### src/rtl/b64d_pkg.sv
// b64d_pkg: shared constants, result types and the alphabet lookup of the base64 decoder
// depends on nothing; used by the interfaces and by every rtl module
package b64d_pkg;

    // longest accepted string, in characters
    localparam int MAX_CHARS = 1024;
    // character counter saturates at MAX_CHARS + 1
    localparam int CNT_W = $clog2(MAX_CHARS + 2);
    localparam logic [CNT_W-1:0] MAX_CNT = CNT_W'(MAX_CHARS);

    localparam int STATUS_W = 3;
    localparam logic [STATUS_W-1:0] ST_OK   = 3'd0;
    localparam logic [STATUS_W-1:0] ST_LONG = 3'd1;
    localparam logic [STATUS_W-1:0] ST_LEN  = 3'd2;
    localparam logic [STATUS_W-1:0] ST_CHAR = 3'd3;
    localparam logic [STATUS_W-1:0] ST_PAD  = 3'd4;

    localparam logic [7:0] PAD_CHAR = 8'h3D;  // '='

    // results one character can cause: three bytes and a status
    localparam int SLOTS   = 4;
    localparam int SLOT_CW = $clog2(SLOTS + 1);

    // result queue
    localparam int FIFO_DEPTH = 8;
    localparam int FIFO_AW    = $clog2(FIFO_DEPTH);
    localparam int FIFO_CW    = $clog2(FIFO_DEPTH + 1);

    typedef struct packed {
        logic [7:0]          out_byte;
        logic                is_status;
        logic [STATUS_W-1:0] status;
        logic                last_result;
    } result_t;

    // results produced by one character, packed from slot 0 upward
    typedef struct packed {
        logic [SLOT_CW-1:0]       count;
        result_t [SLOTS-1:0]      slot;
    } burst_t;

    // {valid, sextet} for one character of the standard alphabet
    function automatic logic [6:0] sextet_of(input logic [7:0] c);
        logic [7:0] v;
        logic       ok;
        v  = 8'd0;
        ok = 1'b1;
        if (c inside {[8'h41:8'h5A]}) begin
            v = c - 8'h41;
        end else if (c inside {[8'h61:8'h7A]}) begin
            v = c - 8'h61 + 8'd26;
        end else if (c inside {[8'h30:8'h39]}) begin
            v = c - 8'h30 + 8'd52;
        end else if (c == 8'h2B) begin
            v = 8'd62;
        end else if (c == 8'h2F) begin
            v = 8'd63;
        end else begin
            ok = 1'b0;
        end
        return {ok, v[5:0]};
    endfunction

endpackage

### src/rtl/b64d_ifs.sv
// b64d_ifs: valid/ready channel interfaces for characters and decoded results
// depends on b64d_pkg
interface b64d_char_if;
    logic       valid;
    logic       ready;
    logic [7:0] in_char;
    logic       last;

    modport source (output valid, output in_char, output last, input ready);
    modport sink (input valid, input in_char, input last, output ready);
endinterface

interface b64d_result_if;
    logic                         valid;
    logic                         ready;
    logic [7:0]                   out_byte;
    logic                         is_status;
    logic [b64d_pkg::STATUS_W-1:0] status;
    logic                         last_result;

    modport source (output valid, output out_byte, output is_status, output status,
                    output last_result, input ready);
    modport sink (input valid, input out_byte, input is_status, input status,
                  input last_result, output ready);
endinterface

### src/rtl/b64d_decode.sv
// b64d_decode: group state and per-character decode into up to four results
// depends on b64d_pkg
module b64d_decode (
    input  logic                   clk,
    input  logic                   rst_n,
    input  logic                   fire,
    input  logic [7:0]             in_char,
    input  logic                   last,
    output b64d_pkg::burst_t       burst
);

    logic [1:0]                    pos_reg, pos_next;
    logic [17:0]                   acc_reg, acc_next;
    logic                          twp_reg, twp_next;
    logic [b64d_pkg::CNT_W-1:0]    cnt_reg, cnt_next;
    logic [b64d_pkg::STATUS_W-1:0] err_reg, err_next;

    logic [6:0]                    lookup;
    logic                          pad;
    logic [5:0]                    sext;
    logic [23:0]                   value;
    logic [b64d_pkg::STATUS_W-1:0] err_c;
    logic [b64d_pkg::STATUS_W-1:0] st;
    logic [b64d_pkg::SLOT_CW-1:0]  n;
    b64d_pkg::result_t             res;

    assign lookup = b64d_pkg::sextet_of(in_char);
    assign pad    = (in_char == b64d_pkg::PAD_CHAR) && pos_reg[1];
    assign sext   = (pad || !lookup[6]) ? 6'd0 : lookup[5:0];
    assign value  = {acc_reg, sext};

    always_comb
    begin
        pos_next = pos_reg;
        acc_next = acc_reg;
        twp_next = twp_reg;
        err_c    = err_reg;
        st       = b64d_pkg::ST_OK;
        n        = '0;
        res      = '0;
        burst    = '0;

        cnt_next = (cnt_reg <= b64d_pkg::MAX_CNT) ? cnt_reg + 1'b1 : cnt_reg;
        if (!pad && !lookup[6] && err_c == b64d_pkg::ST_OK) begin
            err_c = b64d_pkg::ST_CHAR;
        end

        if (pos_reg != 2'd3) begin
            acc_next = {acc_reg[11:0], sext};
            if (pos_reg == 2'd2) begin
                twp_next = pad;
            end
            pos_next = pos_reg + 2'd1;
        end else begin
            // group complete: check padding, then emit bytes
            if (err_c == b64d_pkg::ST_OK &&
                ((twp_reg && !pad) || ((twp_reg || pad) && !last))) begin
                err_c = b64d_pkg::ST_PAD;
            end
            if (err_c == b64d_pkg::ST_OK && cnt_next <= b64d_pkg::MAX_CNT) begin
                res = '0;
                res.out_byte = value[23:16];
                burst.slot[n[1:0]] = res;
                n = n + 1'b1;
                if (!twp_reg) begin
                    res.out_byte = value[15:8];
                    burst.slot[n[1:0]] = res;
                    n = n + 1'b1;
                end
                if (!pad) begin
                    res.out_byte = value[7:0];
                    burst.slot[n[1:0]] = res;
                    n = n + 1'b1;
                end
            end
            pos_next = 2'd0;
            acc_next = '0;
            twp_next = 1'b0;
        end
        err_next = err_c;

        if (last) begin
            if (cnt_next > b64d_pkg::MAX_CNT) begin
                st = b64d_pkg::ST_LONG;
            end else if (pos_next != 2'd0) begin
                st = b64d_pkg::ST_LEN;
            end else begin
                st = err_c;
            end
            res             = '0;
            res.is_status   = 1'b1;
            res.status      = st;
            res.last_result = 1'b1;
            burst.slot[n[1:0]] = res;
            n = n + 1'b1;
            pos_next = 2'd0;
            acc_next = '0;
            twp_next = 1'b0;
            cnt_next = '0;
            err_next = b64d_pkg::ST_OK;
        end
        burst.count = fire ? n : '0;
    end

    always_ff @(posedge clk or negedge rst_n)
    begin
        if (!rst_n) begin
            pos_reg <= '0;
            acc_reg <= '0;
            twp_reg <= 1'b0;
            cnt_reg <= '0;
            err_reg <= b64d_pkg::ST_OK;
        end else if (fire) begin
            pos_reg <= pos_next;
            acc_reg <= acc_next;
            twp_reg <= twp_next;
            cnt_reg <= cnt_next;
            err_reg <= err_next;
        end
    end

endmodule

### src/rtl/b64d_queue.sv
// b64d_queue: result queue taking up to four results a cycle and giving one
// depends on b64d_pkg
module b64d_queue (
    input  logic                          clk,
    input  logic                          rst_n,
    input  b64d_pkg::burst_t              burst,
    input  logic                          pop,
    output b64d_pkg::result_t             head,
    output logic                          not_empty,
    output logic                          has_room
);

    b64d_pkg::result_t                 mem [b64d_pkg::FIFO_DEPTH];
    logic [b64d_pkg::FIFO_AW-1:0]      wr_ptr_reg;
    logic [b64d_pkg::FIFO_AW-1:0]      rd_ptr_reg;
    logic [b64d_pkg::FIFO_CW-1:0]      count_reg;
    logic                              do_pop;

    assign not_empty = (count_reg != '0);
    assign do_pop    = pop && not_empty;
    assign head      = mem[rd_ptr_reg];
    // room for a full burst of results
    assign has_room  = (count_reg <= b64d_pkg::FIFO_CW'(b64d_pkg::FIFO_DEPTH - b64d_pkg::SLOTS));

    always_ff @(posedge clk)
    begin
        for (int i = 0; i < b64d_pkg::SLOTS; i++) begin
            if (b64d_pkg::SLOT_CW'(i) < burst.count) begin
                mem[wr_ptr_reg + b64d_pkg::FIFO_AW'(i)] <= burst.slot[i];
            end
        end
    end

    always_ff @(posedge clk or negedge rst_n)
    begin
        if (!rst_n) begin
            wr_ptr_reg <= '0;
            rd_ptr_reg <= '0;
            count_reg  <= '0;
        end else begin
            wr_ptr_reg <= wr_ptr_reg + b64d_pkg::FIFO_AW'(burst.count);
            if (do_pop) begin
                rd_ptr_reg <= rd_ptr_reg + 1'b1;
            end
            count_reg <= count_reg + b64d_pkg::FIFO_CW'(burst.count)
                         - b64d_pkg::FIFO_CW'(do_pop);
        end
    end

endmodule

### src/rtl/base64_strict_decoder_core.sv
// base64_strict_decoder_core: streaming strict base64 decoder, top level
// depends on b64d_pkg, b64d_ifs, b64d_decode, b64d_queue
//
//   channel   dir   beat payload                             handshake
//   chars     in    in_char[7:0], last                       valid/ready
//   results   out   out_byte[7:0], is_status, status[2:0],   valid/ready
//                   last_result
//
// one character per cycle is accepted while the queue has room; a character
// waits in the input register, is decoded there and its zero to four results
// enter an 8-entry result queue, from which one beat per cycle leaves while
// results is ready; the character register advances only while the queue has
// room for four results, so a stalled results channel backs up into chars
// rst_n clears the group state, the staged valid bit and the queue pointers
module base64_strict_decoder_core (
    input  logic                 clk,
    input  logic                 rst_n,
    b64d_char_if.sink            chars,
    b64d_result_if.source        results
);

    // input register
    logic       stage_valid_reg;
    logic [7:0] stage_char_reg;
    logic       stage_last_reg;

    logic              stage_go;
    logic              has_room;
    logic              not_empty;
    b64d_pkg::burst_t  burst;
    b64d_pkg::result_t head;

    // the staged character is decoded once the queue can take a full burst
    assign stage_go    = stage_valid_reg && has_room;
    assign chars.ready = !stage_valid_reg || stage_go;

    always_ff @(posedge clk or negedge rst_n)
    begin
        if (!rst_n) begin
            stage_valid_reg <= 1'b0;
        end else if (chars.ready) begin
            stage_valid_reg <= chars.valid;
        end
    end

    // payload needs no reset
    always_ff @(posedge clk)
    begin
        if (chars.ready && chars.valid) begin
            stage_char_reg <= chars.in_char;
            stage_last_reg <= chars.last;
        end
    end

    // group state and decode of the staged character
    b64d_decode u_decode (
        .clk     (clk),
        .rst_n   (rst_n),
        .fire    (stage_go),
        .in_char (stage_char_reg),
        .last    (stage_last_reg),
        .burst   (burst)
    );

    // result queue between decode and the results channel
    b64d_queue u_queue (
        .clk       (clk),
        .rst_n     (rst_n),
        .burst     (burst),
        .pop       (results.ready),
        .head      (head),
        .not_empty (not_empty),
        .has_room  (has_room)
    );

    assign results.valid       = not_empty;
    assign results.out_byte    = head.out_byte;
    assign results.is_status   = head.is_status;
    assign results.status      = head.status;
    assign results.last_result = head.last_result;

endmodule

### src/flat_wrapper.sv
// flat-port wrapper written by rule: the top's interface ports become plain ports
module base64_strict_decoder_core_flat 
  (clk, rst_n, chars_valid, chars_in_char, chars_last, chars_ready, results_valid, results_out_byte, results_is_status, results_status, results_last_result, results_ready);
  b64d_char_if chars_i ();
  b64d_result_if results_i ();
  input  logic clk;
  input  logic rst_n;
  input wire logic [$bits(chars_i.valid)-1:0] chars_valid;
  input wire logic [$bits(chars_i.in_char)-1:0] chars_in_char;
  input wire logic [$bits(chars_i.last)-1:0] chars_last;
  output wire logic [$bits(chars_i.ready)-1:0] chars_ready;
  output wire logic [$bits(results_i.valid)-1:0] results_valid;
  output wire logic [$bits(results_i.out_byte)-1:0] results_out_byte;
  output wire logic [$bits(results_i.is_status)-1:0] results_is_status;
  output wire logic [$bits(results_i.status)-1:0] results_status;
  output wire logic [$bits(results_i.last_result)-1:0] results_last_result;
  input wire logic [$bits(results_i.ready)-1:0] results_ready;
  assign chars_i.valid = chars_valid;
  assign chars_i.in_char = chars_in_char;
  assign chars_i.last = chars_last;
  assign chars_ready = chars_i.ready;
  assign results_valid = results_i.valid;
  assign results_out_byte = results_i.out_byte;
  assign results_is_status = results_i.is_status;
  assign results_status = results_i.status;
  assign results_last_result = results_i.last_result;
  assign results_i.ready = results_ready;
  base64_strict_decoder_core u_core (.clk(clk), .rst_n(rst_n), .chars(chars_i), .results(results_i));
endmodule
### config.mk
export PLATFORM = sky130hd
export DESIGN_NAME = base64_strict_decoder_core_flat
export DESIGN_NICKNAME = d
export VERILOG_FILES = /design/src/rtl/b64d_pkg.sv /design/src/rtl/b64d_ifs.sv /design/src/rtl/b64d_decode.sv /design/src/rtl/b64d_queue.sv /design/src/rtl/base64_strict_decoder_core.sv /design/src/flat_wrapper.sv
export SDC_FILE = /design/constraint.sdc
export NUM_CORES = 1
export LEC_CHECK = 0
export ABC_AREA = 1
export BUFFER_PORTS_ARGS = -buffer_cell sky130_fd_sc_hd__buf_2
export CAP_MARGIN = 15
export CORE_MARGIN = 3
export CORE_UTILIZATION = 45
export CTS_CLUSTER_SIZE = 20
export DETAILED_ROUTE_END_ITERATION = 16
export PLACE_DENSITY = 0.59
export SYNTH_ARGS = -nofsm -noshare
export SYNTH_HDL_FRONTEND = slang
export SYNTH_HIERARCHICAL = 1
export SYNTH_SLANG_ARGS = --single-unit
### constraint.sdc
create_clock -name clk -period 13 [get_ports clk]
set_input_delay 0.65 -clock clk [delete_from_list [all_inputs] [get_ports clk]]
set_output_delay 0.65 -clock clk [all_outputs]
set_load 0.02 [all_outputs]
### Word-level counts from Yosys, hierarchy flattened

Memory sizes are Yosys's and may differ from the RTL's.
Cells that the tools add are included.

| cells by class | value |
|---|---|
| muxes and demuxes | 57 |
| add/sub/neg operators | 16 |
| reduce and logical (&&, ||, !) cells | 29 |
| $lt $le $gt $ge | 18 |
| equality and inequality tests | 6 |

Operators by type and width:

| operator | number |
|---|---|
| $mux W52 | 4 |
| $bwmux W52 | 2 |
| $mux W13 | 5 |
| $demux W13 S2 | 2 |
| $mux W3 | 15 |
| $mux W18 | 2 |
| $mux W6 | 6 |
| $eq A8 B6 Y1 const B | 3 |
| $le A11 B11 Y1 const B | 2 |
| $mux W11 | 2 |
| $ge A8 B7 Y1 const B | 2 |
| $le A8 B7 Y1 const B | 2 |
| $mux W1 | 16 |
| $logic_and A1 B1 Y1 | 15 |
| $add A3 B1 Y3 const B | 4 |
| $sub A6 B6 Y6 const B | 2 |
| $add A11 B1 Y11 const B | 1 |
| $gt A11 B11 Y1 const B | 1 |
| $logic_not A3 Y1 | 3 |
| $ge A8 B6 Y1 const B | 1 |
| $le A8 B6 Y1 const B | 1 |
| $add A3 B2 Y3 const B | 2 |
| $add A6 B5 Y6 const B | 1 |
| $add A6 B6 Y6 const B | 1 |
| 19 further kinds | 31 |

| storage, ports and cells | value |
|---|---|
| memories kept | 1 |
| bits in writable memories | 104 |
| word-level logic and storage cells | 138 |
| output and inout port bits | 15 |
| bits in registers | 55 |

Memory list:

| memory | depth | bits a word | rd ports | clocked after Yosys merged registers in | wr ports | RTL line | source |
|---|---|---|---|---|---|---|---|
| u_core.u_queue.mem | 8 | 13 | 1 | 0 | 4 | b64d_queue.sv:13 | `b64d_pkg::result_t mem [b64d_pkg::FIFO_DEPTH];` |

### Logic depth before layout (Yosys ltp)

Gate-level depths: netlist of the first run.

| logic depth | value |
|---|---|
| word-level depth | 28 |
| mapped depth | 30 |
| gate-level depth less buffers | 27 |

### Modules after synthesis

The synthesis of the first run kept the hierarchy.

Modules (own cells, without submodules):

| module | cells an instance | instances | area an instance (um2) |
|---|---|---|---|
| b64d_queue | 1337 | 1 | 9031.2 |
| b64d_decode | 465 | 1 | 3105.5 |
| base64_strict_decoder_core | 17 | 1 | 322.8 |

### Worst setup path after synthesis of the first run

Ideal clock, no wire load.

| timing path | value |
|---|---|
| path type | flip-flop to flip-flop |
| from | reg u_core.stage_char_reg[2] |
| to | mem u_core/u_queue/mem[7][0] (netlist bit), enable pin |
| stages on the path, launching flop included | 24 |
| path slack | 8923 ps |
| library setup time | 388 ps |
| arrival | 3690 ps |
| cells stage by stage | edfxtp_1 -> clkbuf_1 -> inv_1 -> ha_1 -> inv_1 -> o21ai_0 -> nand3_2 -> nand2_2 -> inv_1 -> nand4_1 -> nand3_1 -> nor2_1 -> nand3_4 -> ha_1 -> nand2_1 -> nand2_1 -> a21oi_1 -> nand2_1 -> nand2_4 -> nand2_1 -> buf_2 -> nand2_1 -> inv_1 -> o211ai_1 |

RTL lines:

| what | RTL line | source |
|---|---|---|
| start: declaration | base64_strict_decoder_core.sv:24 | `logic [7:0] stage_char_reg;` |
| start signal: assignment | base64_strict_decoder_core.sv:50 | `stage_char_reg <= chars.in_char;` |
| end: declaration | b64d_queue.sv:13 |  |

==> results of run 1 <==
[worst min path at each step]
| stage | startpoint | end |
|---|---|---|
| after floorplan | rst_n | u_core/stage_valid_reg |
| after global placement | u_core/u_queue/rd_ptr_reg[1] | u_core/u_queue/rd_ptr_reg[1] |
| after detailed placement | u_core/u_queue/rd_ptr_reg[1] | u_core/u_queue/rd_ptr_reg[1] |
| after CTS | chars_last | u_core/stage_last_reg |
| after global routing | rst_n | u_core/u_decode/cnt_reg[7] |
| final | rst_n | u_core/u_decode/cnt_reg[7] |
[kinds of logic (layout without fill, tap and decap cells)]
family                     count (synthesis)  count (layout)  synth area share (%)
AOI/OAI and AO/OA                        235             235                  10.3
xor gates and xnor gates                  17              17                  1.19
adders and majority gates                 28              28                  2.93
buffers and inverters                    373             314                  12.9
DFF                                      159             159                  36.5
muxes                                     26              26                  2.09
other                                      1              11                0.0301
and+or+nand+nor                          980             980                  34.0
[through the flow]
stage	cell area [um^2]	utilization [%]	hold WS, ns	setup slack (ns)
floorplan	12500	-	0.354	8.92
global placement	12500	46.1	0.465	7.97
detailed placement	12500	46.1	0.469	7.83
CTS	13100	48.4	0.366	7.77
global route	13100	48.5	0.0374	7.31
finish	13100	48.5	0.0511	7.68
[cells in the final DEF, fill, tap and decap left out, types with 17 or more instances in the layout]
master / n
sky130_fd_sc_hd__ha_1: 26
sky130_fd_sc_hd__o21ai_0: 113
sky130_fd_sc_hd__nand3_1: 149
sky130_fd_sc_hd__mux2i_1: 26
sky130_fd_sc_hd__dfrtp_1: 45
sky130_fd_sc_hd__nor2_1: 95
sky130_fd_sc_hd__nand2_1: 665
sky130_fd_sc_hd__o21ai_1: 34
sky130_fd_sc_hd__clkbuf_16: 17
sky130_fd_sc_hd__inv_1: 224
sky130_fd_sc_hd__edfxtp_1: 113
sky130_fd_sc_hd__inv_2: 18
sky130_fd_sc_hd__buf_2: 27
sky130_fd_sc_hd__o22ai_1: 59
[worst max-delay path, stage by stage, from the launching register on]
cell and delay, ns:
sky130_fd_sc_hd__edfxtp_1 0.52, sky130_fd_sc_hd__inv_1 0.20, sky130_fd_sc_hd__ha_1 0.25, sky130_fd_sc_hd__inv_1 0.08
sky130_fd_sc_hd__o21ai_0 0.23, sky130_fd_sc_hd__nand3_2 0.18, sky130_fd_sc_hd__nand2_2 0.15, sky130_fd_sc_hd__inv_1 0.06
sky130_fd_sc_hd__nand4_1 0.16, sky130_fd_sc_hd__nand3_1 0.15, sky130_fd_sc_hd__nor2_1 0.21, sky130_fd_sc_hd__nand4_1 0.19
sky130_fd_sc_hd__nor3_1 0.62, sky130_fd_sc_hd__inv_2 0.17, sky130_fd_sc_hd__nor2_2 0.24, sky130_fd_sc_hd__nand2_1 0.41
sky130_fd_sc_hd__inv_2 0.40, sky130_fd_sc_hd__nor2_1 0.12, sky130_fd_sc_hd__nand3_1 0.58
[area by class of cell]
| type | instances | area [um^2] | share of cell area, % |
|---|---|---|---|
| Clock buffer | 17 | 425 | 3.24 |
| Multi-Input combinational cell | 1297 | 6340 | 48.2 |
| Sequential cell | 159 | 4550 | 34.6 |
| Tap cell | 372 | 465 | 3.54 |
| Inverter | 245 | 925 | 7.03 |
| Timing Repair Buffer | 37 | 223 | 1.69 |
| Clock inverter | 15 | 221 | 1.68 |
[routing by layer]
layer,up-vias,track usage (%),wire length (um)
li1,5659,-,-
met1,5496,37.9,16900
met2,632,44.5,19000
met3,116,4.66,3870
met4,0,11.7,1470
met5,-,0,0
[power by group through the flow]
| stage | combinational (W) | clock [W] | sequential, W |
|---|---|---|---|
| 3_3_place_gp | 0.000980 | 0 | 0.000748 |
| 4_1_cts | 0.000995 | 0.000577 | 0.000740 |
| 6_report | 0.00100 | 0.000568 | 0.000740 |
| 3_5_place_dp | 0.000991 | 0 | 0.000751 |
| 2_1_floorplan | 0.000763 | 0 | 0.000706 |
| 5_1_grt | 0.00110 | 0.000597 | 0.000751 |
==> impl_metrics.json, run 1 <==
{
  "p_sw_w": 0.00102,
  "drt_pass1_iterations": 9,
  "total_of_hold_buffers_inserted_after_clock_tree_synthesis": 0,
  "synthToLayoutAreaGrowth_pct": 5.53,
  "antenna_violations_before_repair": 0,
  "timing.reg2reg.worst_path_depth": 18,
  "core_region_area_um2": 27100,
  "final-hold-violation-count": 0,
  "clock_sinks": 159,
  "grt_pass1_vias": 11000,
  "die-height_um": 172,
  "wire_length_of_the_first_global_routing_pass_um": 63500,
  "p_total_w": 0.00231,
  "post-cts-setup-buffer-count": 0,
  "lkg_pwr_nw": 6.08,
  "cts_resized": 0,
  "detailed_place_hpwl_um": 28600,
  "floorplan.die_area_um2": 29700,
  "worst_setup_hold_path_clk_slew_ns": 0.07,
  "data_required_time_at_the_worst_endpoint_ns": 13.06,
  "ys_dominant_reg_cell": "sky130_fd_sc_hd__edfxtp_1",
  "final_nets": 1798,
  "tritoncts_clock_tree": "done",
  "comb_power_share_pct": 43.4,
  "setup.worst_path.class": "flop to flop",
  "post_drt_via_cell_ratio": 5.56,
  "r2r-start": "u_core/stage_char_reg[2]",
  "pwr-share-clk_pct": 24.6,
  "number_of_distinct_library_cells_after_synthesis": 42,
  "core.rowCount": 60,
  "antenna_cells_inserted": 0,
  "max_cap_viol_count": 0,
  "maxClockFrequency_mhz": 188,
  "cts_bufs_inserted": 17,
  "pwr_density_cell_nw_per_um2": 176,
  "timing.critical_path.to_type": "flop",
  "post_route_clock_period_utilization_pct": 40.9,
  "worst-path-max-fanout": 14,
  "peakVddDrop_mv": 0.0880,
  "chipWidth_um": 172,
  "gpl.final_weighted_congestion": 0.979,
  "grtUsageTotal_pct": 28.0,
  "fraction_of_layout_cells_with_a_size_suffix_above_1_pct": 8.14,
  "synth_largest_area_cell": "sky130_fd_sc_hd__edfxtp_1",
  "detailroute.via_count": 11900,
  "count_of_flip_flops_with_a_built_in_enable_after_synthesis": 113,
  "grt_max_degree": 54,
  "max_slew.worst_pin.slew_ns": 1.13,
  "report.final.slew_viol_count": 0,
  "post_route_wl_um": 41200,
  "fin_tns_setup_ns": 0,
  "internal-power_w": 0.00129,
  "post_synth_inst_count": 1819,
  "syn-cell-area_um2": 12500,
  "ctsRootBufferMaster": "sky130_fd_sc_hd__clkbuf_16",
  "layout_min_cycle_time_ns": 5.32,
  "drt_iter0_markers": 1500,
  "numPlacedInstances": 2109,
  "ys_async_sr_fraction_pct": 28.9,
  "cp-endpoint": "u_core/u_queue/mem[1][4]",
  "post_layout_nonfiller_instances": 2142,
  "max-slew-margin-rel_pct": 24.3,
  "hold_class": "primary input to async pin",
  "worst_setup_path_start_kind": "flop",
  "share_seq_of_total_power_pct": 32.0,
  "critPathArrivalTime_ns": 5.38,
  "synth_most_common_cell": "sky130_fd_sc_hd__nand2_1",
  "drt.antenna.violating_nets": 0,
  "worstSkewPairLatency_ns": 0.44,
  "part_of_the_yosys_area_used_for_sequential_elements_pct": 36.5,
  "synth_top_cells_by_count": "sky130_fd_sc_hd__nand2_1 (665), sky130_fd_sc_hd__inv_1 (224), sky130_fd_sc_hd__nand3_1 (149)",
  "largest_register_ff_count": 104,
  "synth-warning-count": 6,
  "gr-total-overflow": 0,
  "initial_utilization_pct": 46.0,
  "critical_path.startpoint": "u_core/stage_char_reg[2]",
  "max-clock-path-buffers": 2,
  "drc": 0,
  "final.fill_count": 2737,
  "post_drt_wl_per_cell_um": 19.2,
  "clock_skew_ns": 0.0106,
  "synth_top_area_share_pct": 27.2,
  "io_buffers": 27,
  "switching_share_pct": 44.3,
  "io_pins": 28,
  "setup_repair_after_global_routing_missed_its_margin": "false",
  "syn-mean-instance-area_um2": 6.85,
  "post_synthesis_register_bit_count": 159,
  "finalSetupViolCount": 0,
  "timing.rr.end": "u_core/u_queue/mem[1][4]",
  "htree_num_levels": 4,
  "synth_top_cells_by_area": "sky130_fd_sc_hd__edfxtp_1 (27%), sky130_fd_sc_hd__nand2_1 (20%), sky130_fd_sc_hd__dfrtp_1 (9.2%)",
  "run_status": "finished, final reports clean",
  "regToRegSetupSlack_ns": 7.68
}
(Power assumes the default switching activity.)
==> run 2, diff against run 1 <==
==> constraint.sdc (replaced) <==
create_clock -name clk -period 5.5 [get_ports clk]
set_input_delay 0.275 -clock clk [delete_from_list [all_inputs] [get_ports clk]]
set_output_delay 0.275 -clock clk [all_outputs]
set_load 0.02 [all_outputs]
==> impl_metrics.json, run 2 (synthesized netlist as in run 1, its figures left out) <==
{
  "run_status": "finished, final reports clean",
  "p_sw_w": 0.00245,
  "finalSetupViolCount": 0,
  "post_drt_wl_per_cell_um": 19.0,
  "critical-path-slowest-cell": "sky130_fd_sc_hd__edfxtp_1",
  "setup_repair_after_global_routing_missed_its_margin": "false",
  "initial_utilization_pct": 46.0,
  "finish.utilization_pct": 49.0,
  "max-clock-path-buffers": 2,
  "max_slew.worst_pin.slew_ns": 1.16,
  "internal-power_w": 0.00287,
  "peakVddDrop_mv": 0.227,
  "setup.worst_path.class": "flop to flop",
  "critical_path.max_stage_delay_ns": 0.52,
  "worst-path-max-fanout": 14,
  "die-height_um": 172,
  "worst_hold_slack_ns": 0.0162,
  "final_common_cell": "sky130_fd_sc_hd__nand2_1",
  "ctsRootBufferMaster": "sky130_fd_sc_hd__clkbuf_16",
  "drt_iter0_markers": 1366,
  "fraction_of_layout_cells_with_a_size_suffix_above_1_pct": 9.12,
  "tritoncts_clock_tree": "done",
  "detailed_place_hpwl_um": 28300,
  "core.rowCount": 60,
  "final_nets": 1826,
  "antenna_violations_before_repair": 0,
  "max-slew-margin-rel_pct": 22.7,
  "data_required_time_at_the_worst_endpoint_ns": 5.56,
  "most_used_cell_cp": "sky130_fd_sc_hd__inv_1",
  "critPathArrivalTime_ns": 4.92,
  "largest_register_ff_count": 104,
  "floorplan.die_area_um2": 29700,
  "final.fill_count": 2679,
  "fin_tns_setup_ns": 0,
  "grt_max_degree": 54,
  "post_drt_via_cell_ratio": 5.43,
  "p_total_w": 0.00532,
  "chipWidth_um": 172,
  "cts_resized": 0,
  "htree_num_levels": 4,
  "numPlacedInstances": 2130,
  "leading_cell_types_in_the_layout_fill_and_taps_excluded": "sky130_fd_sc_hd__nand2_1 (665), sky130_fd_sc_hd__inv_1 (224), sky130_fd_sc_hd__nand3_1 (149), sky130_fd_sc_hd__edfxtp_1 (113), sky130_fd_sc_hd__o21ai_0 (113)",
  "core_region_area_um2": 27100,
  "wire_length_of_the_first_global_routing_pass_um": 63400,
  "worstSkewPairLatency_ns": 0.44,
  "io_buffers": 27,
  "maxClockFrequency_mhz": 206,
  "drt_pass1_iterations": 6,
  "clock_sinks": 159,
  "final-hold-violation-count": 0,
  "synthToLayoutAreaGrowth_pct": 6.66,
  "post-cts-setup-buffer-count": 0,
  "hold_class": "primary input to flop",
  "lkg_pwr_nw": 6.19,
  "gpl.final_weighted_congestion": 1.14,
  "post_layout_nonfiller_instances": 2171,
  "comb_power_share_pct": 44.8,
  "gr-total-overflow": 0,
  "cts_bufs_inserted": 17,
  "layout_min_cycle_time_ns": 4.86,
  "io_pins": 28,
  "switching_share_pct": 46.0,
  "report.final.slew_viol_count": 0,
  "regToRegSetupSlack_ns": 0.64,
  "post_route_clock_period_utilization_pct": 88.4,
  "timing.critical_path.to_type": "flop",
  "post_route_wl_um": 41300,
  "clock_skew_ns": 0.0197,
  "grtUsageTotal_pct": 28.1,
  "pwr_density_cell_nw_per_um2": 400,
  "drt.antenna.violating_nets": 0,
  "max_cap_viol_count": 0,
  "worst_setup_path_start_kind": "flop",
  "worst_setup_hold_path_clk_slew_ns": 0.07,
  "pwr-share-clk_pct": 22.3,
  "cell_by_cell_listing_of_the_critical_path": "inv_1 > ha_1 > inv_1 > o21ai_0 > nand3_2 > nand2_2 > inv_1 > nand4_1 > nand3_1 > nor2_1 > nand3_2 > inv_1 > ha_1 > nand2_1 > nand2_1 > a21oi_1 > nor2_4 > nor2_8 > nand3_2 > inv_2 > a21oi_1 > nand3_1",
  "drc": 0,
  "detailroute.via_count": 11800,
  "share_seq_of_total_power_pct": 32.9,
  "grt_pass1_vias": 10900
}
[run 2: changes by cell type in the layout (fill, tap and decap cells not counted), sizes merged]
| cell | previous run | this run |
|---|---|---|
| buf | 37 | 57 |
| bufinv | 4 | 0 |
| clkinv | 3 | 4 |
| clkinvlp | 2 | 0 |
| diode | 0 | 1 |
| dlygate4sd3 | 0 | 8 |
| inv | 251 | 256 |
[run 2: final timing paths]
check	start	endpoint	depth (start not counted)
worst max-delay path	u_core/stage_char_reg[2]	u_core/u_queue/mem[5][6]	22
worst min-delay path	chars_in_char[4]	u_core/stage_char_reg[4]	1
worst max register to register	u_core/stage_char_reg[2]	u_core/u_queue/mem[5][6]	22
worst min register to register	u_core/u_queue/rd_ptr_reg[1]	u_core/u_queue/rd_ptr_reg[1]	2
max in group asynchronous	rst_n	u_core/u_queue/rd_ptr_reg[0]	3
min in group asynchronous	rst_n	u_core/u_decode/cnt_reg[7]	3
[run 2: final cells by class]
cell class / instances / area [um^2] / area share [%]
antenna: 1 / 2.50 / 0.0188
clock buffer: 17 / 425 / 3.20
clock inverter: 15 / 141 / 1.06
inverter: 245 / 925 / 6.96
multi-input combinational: 1297 / 6340 / 47.7
sequential: 159 / 4550 / 34.2
tap: 372 / 465 / 3.50
timing repair buffer: 65 / 440 / 3.31
[run 2: worst max-delay path: cells and delay by family, from the launching register on]
| family | cells | cell delay (ns) |
|---|---|---|
| simple gates | 12 | 2.14 |
| fa+ha+maj | 2 | 0.47 |
| compound gates | 3 | 0.62 |
| buf+inv | 5 | 0.72 |
| flops | 1 | 0.52 |
[run 2: metal layers]
layer,vias to the layer above,global-route usage (%),wire (um)
met5,-,0,0
met4,0,12.9,1910
met3,100,3.93,3250
met2,559,44.4,18500
met1,5406,38.4,17600
li1,5723,-,-
[run 2: power by group through the flow]
stage	Combinational (W)	Clock [W]	Sequential, W
after detailed placement	0.00236	0	0.00178
after floorplan	0.00180	0	0.00167
after global routing	0.00262	0.00124	0.00178
final	0.00238	0.00118	0.00175
after global placement	0.00234	0	0.00177
after CTS	0.00237	0.00120	0.00175
[run 2: timing repair]
item / in CTS / in global routing
hold endpoints to repair: 53 / 0
hold buffers: 8 / 0
setup endpoints to repair: 0 / 0
[run 2: metrics by stage]
stage / worst slack [ns] / area (um^2)
floorplan: 1.42 / 12500
global placement: 0.802 / 12600
detailed placement: 0.684 / 12600
CTS: 0.655 / 13300
global route: 0.132 / 13300
finish: 0.639 / 13300
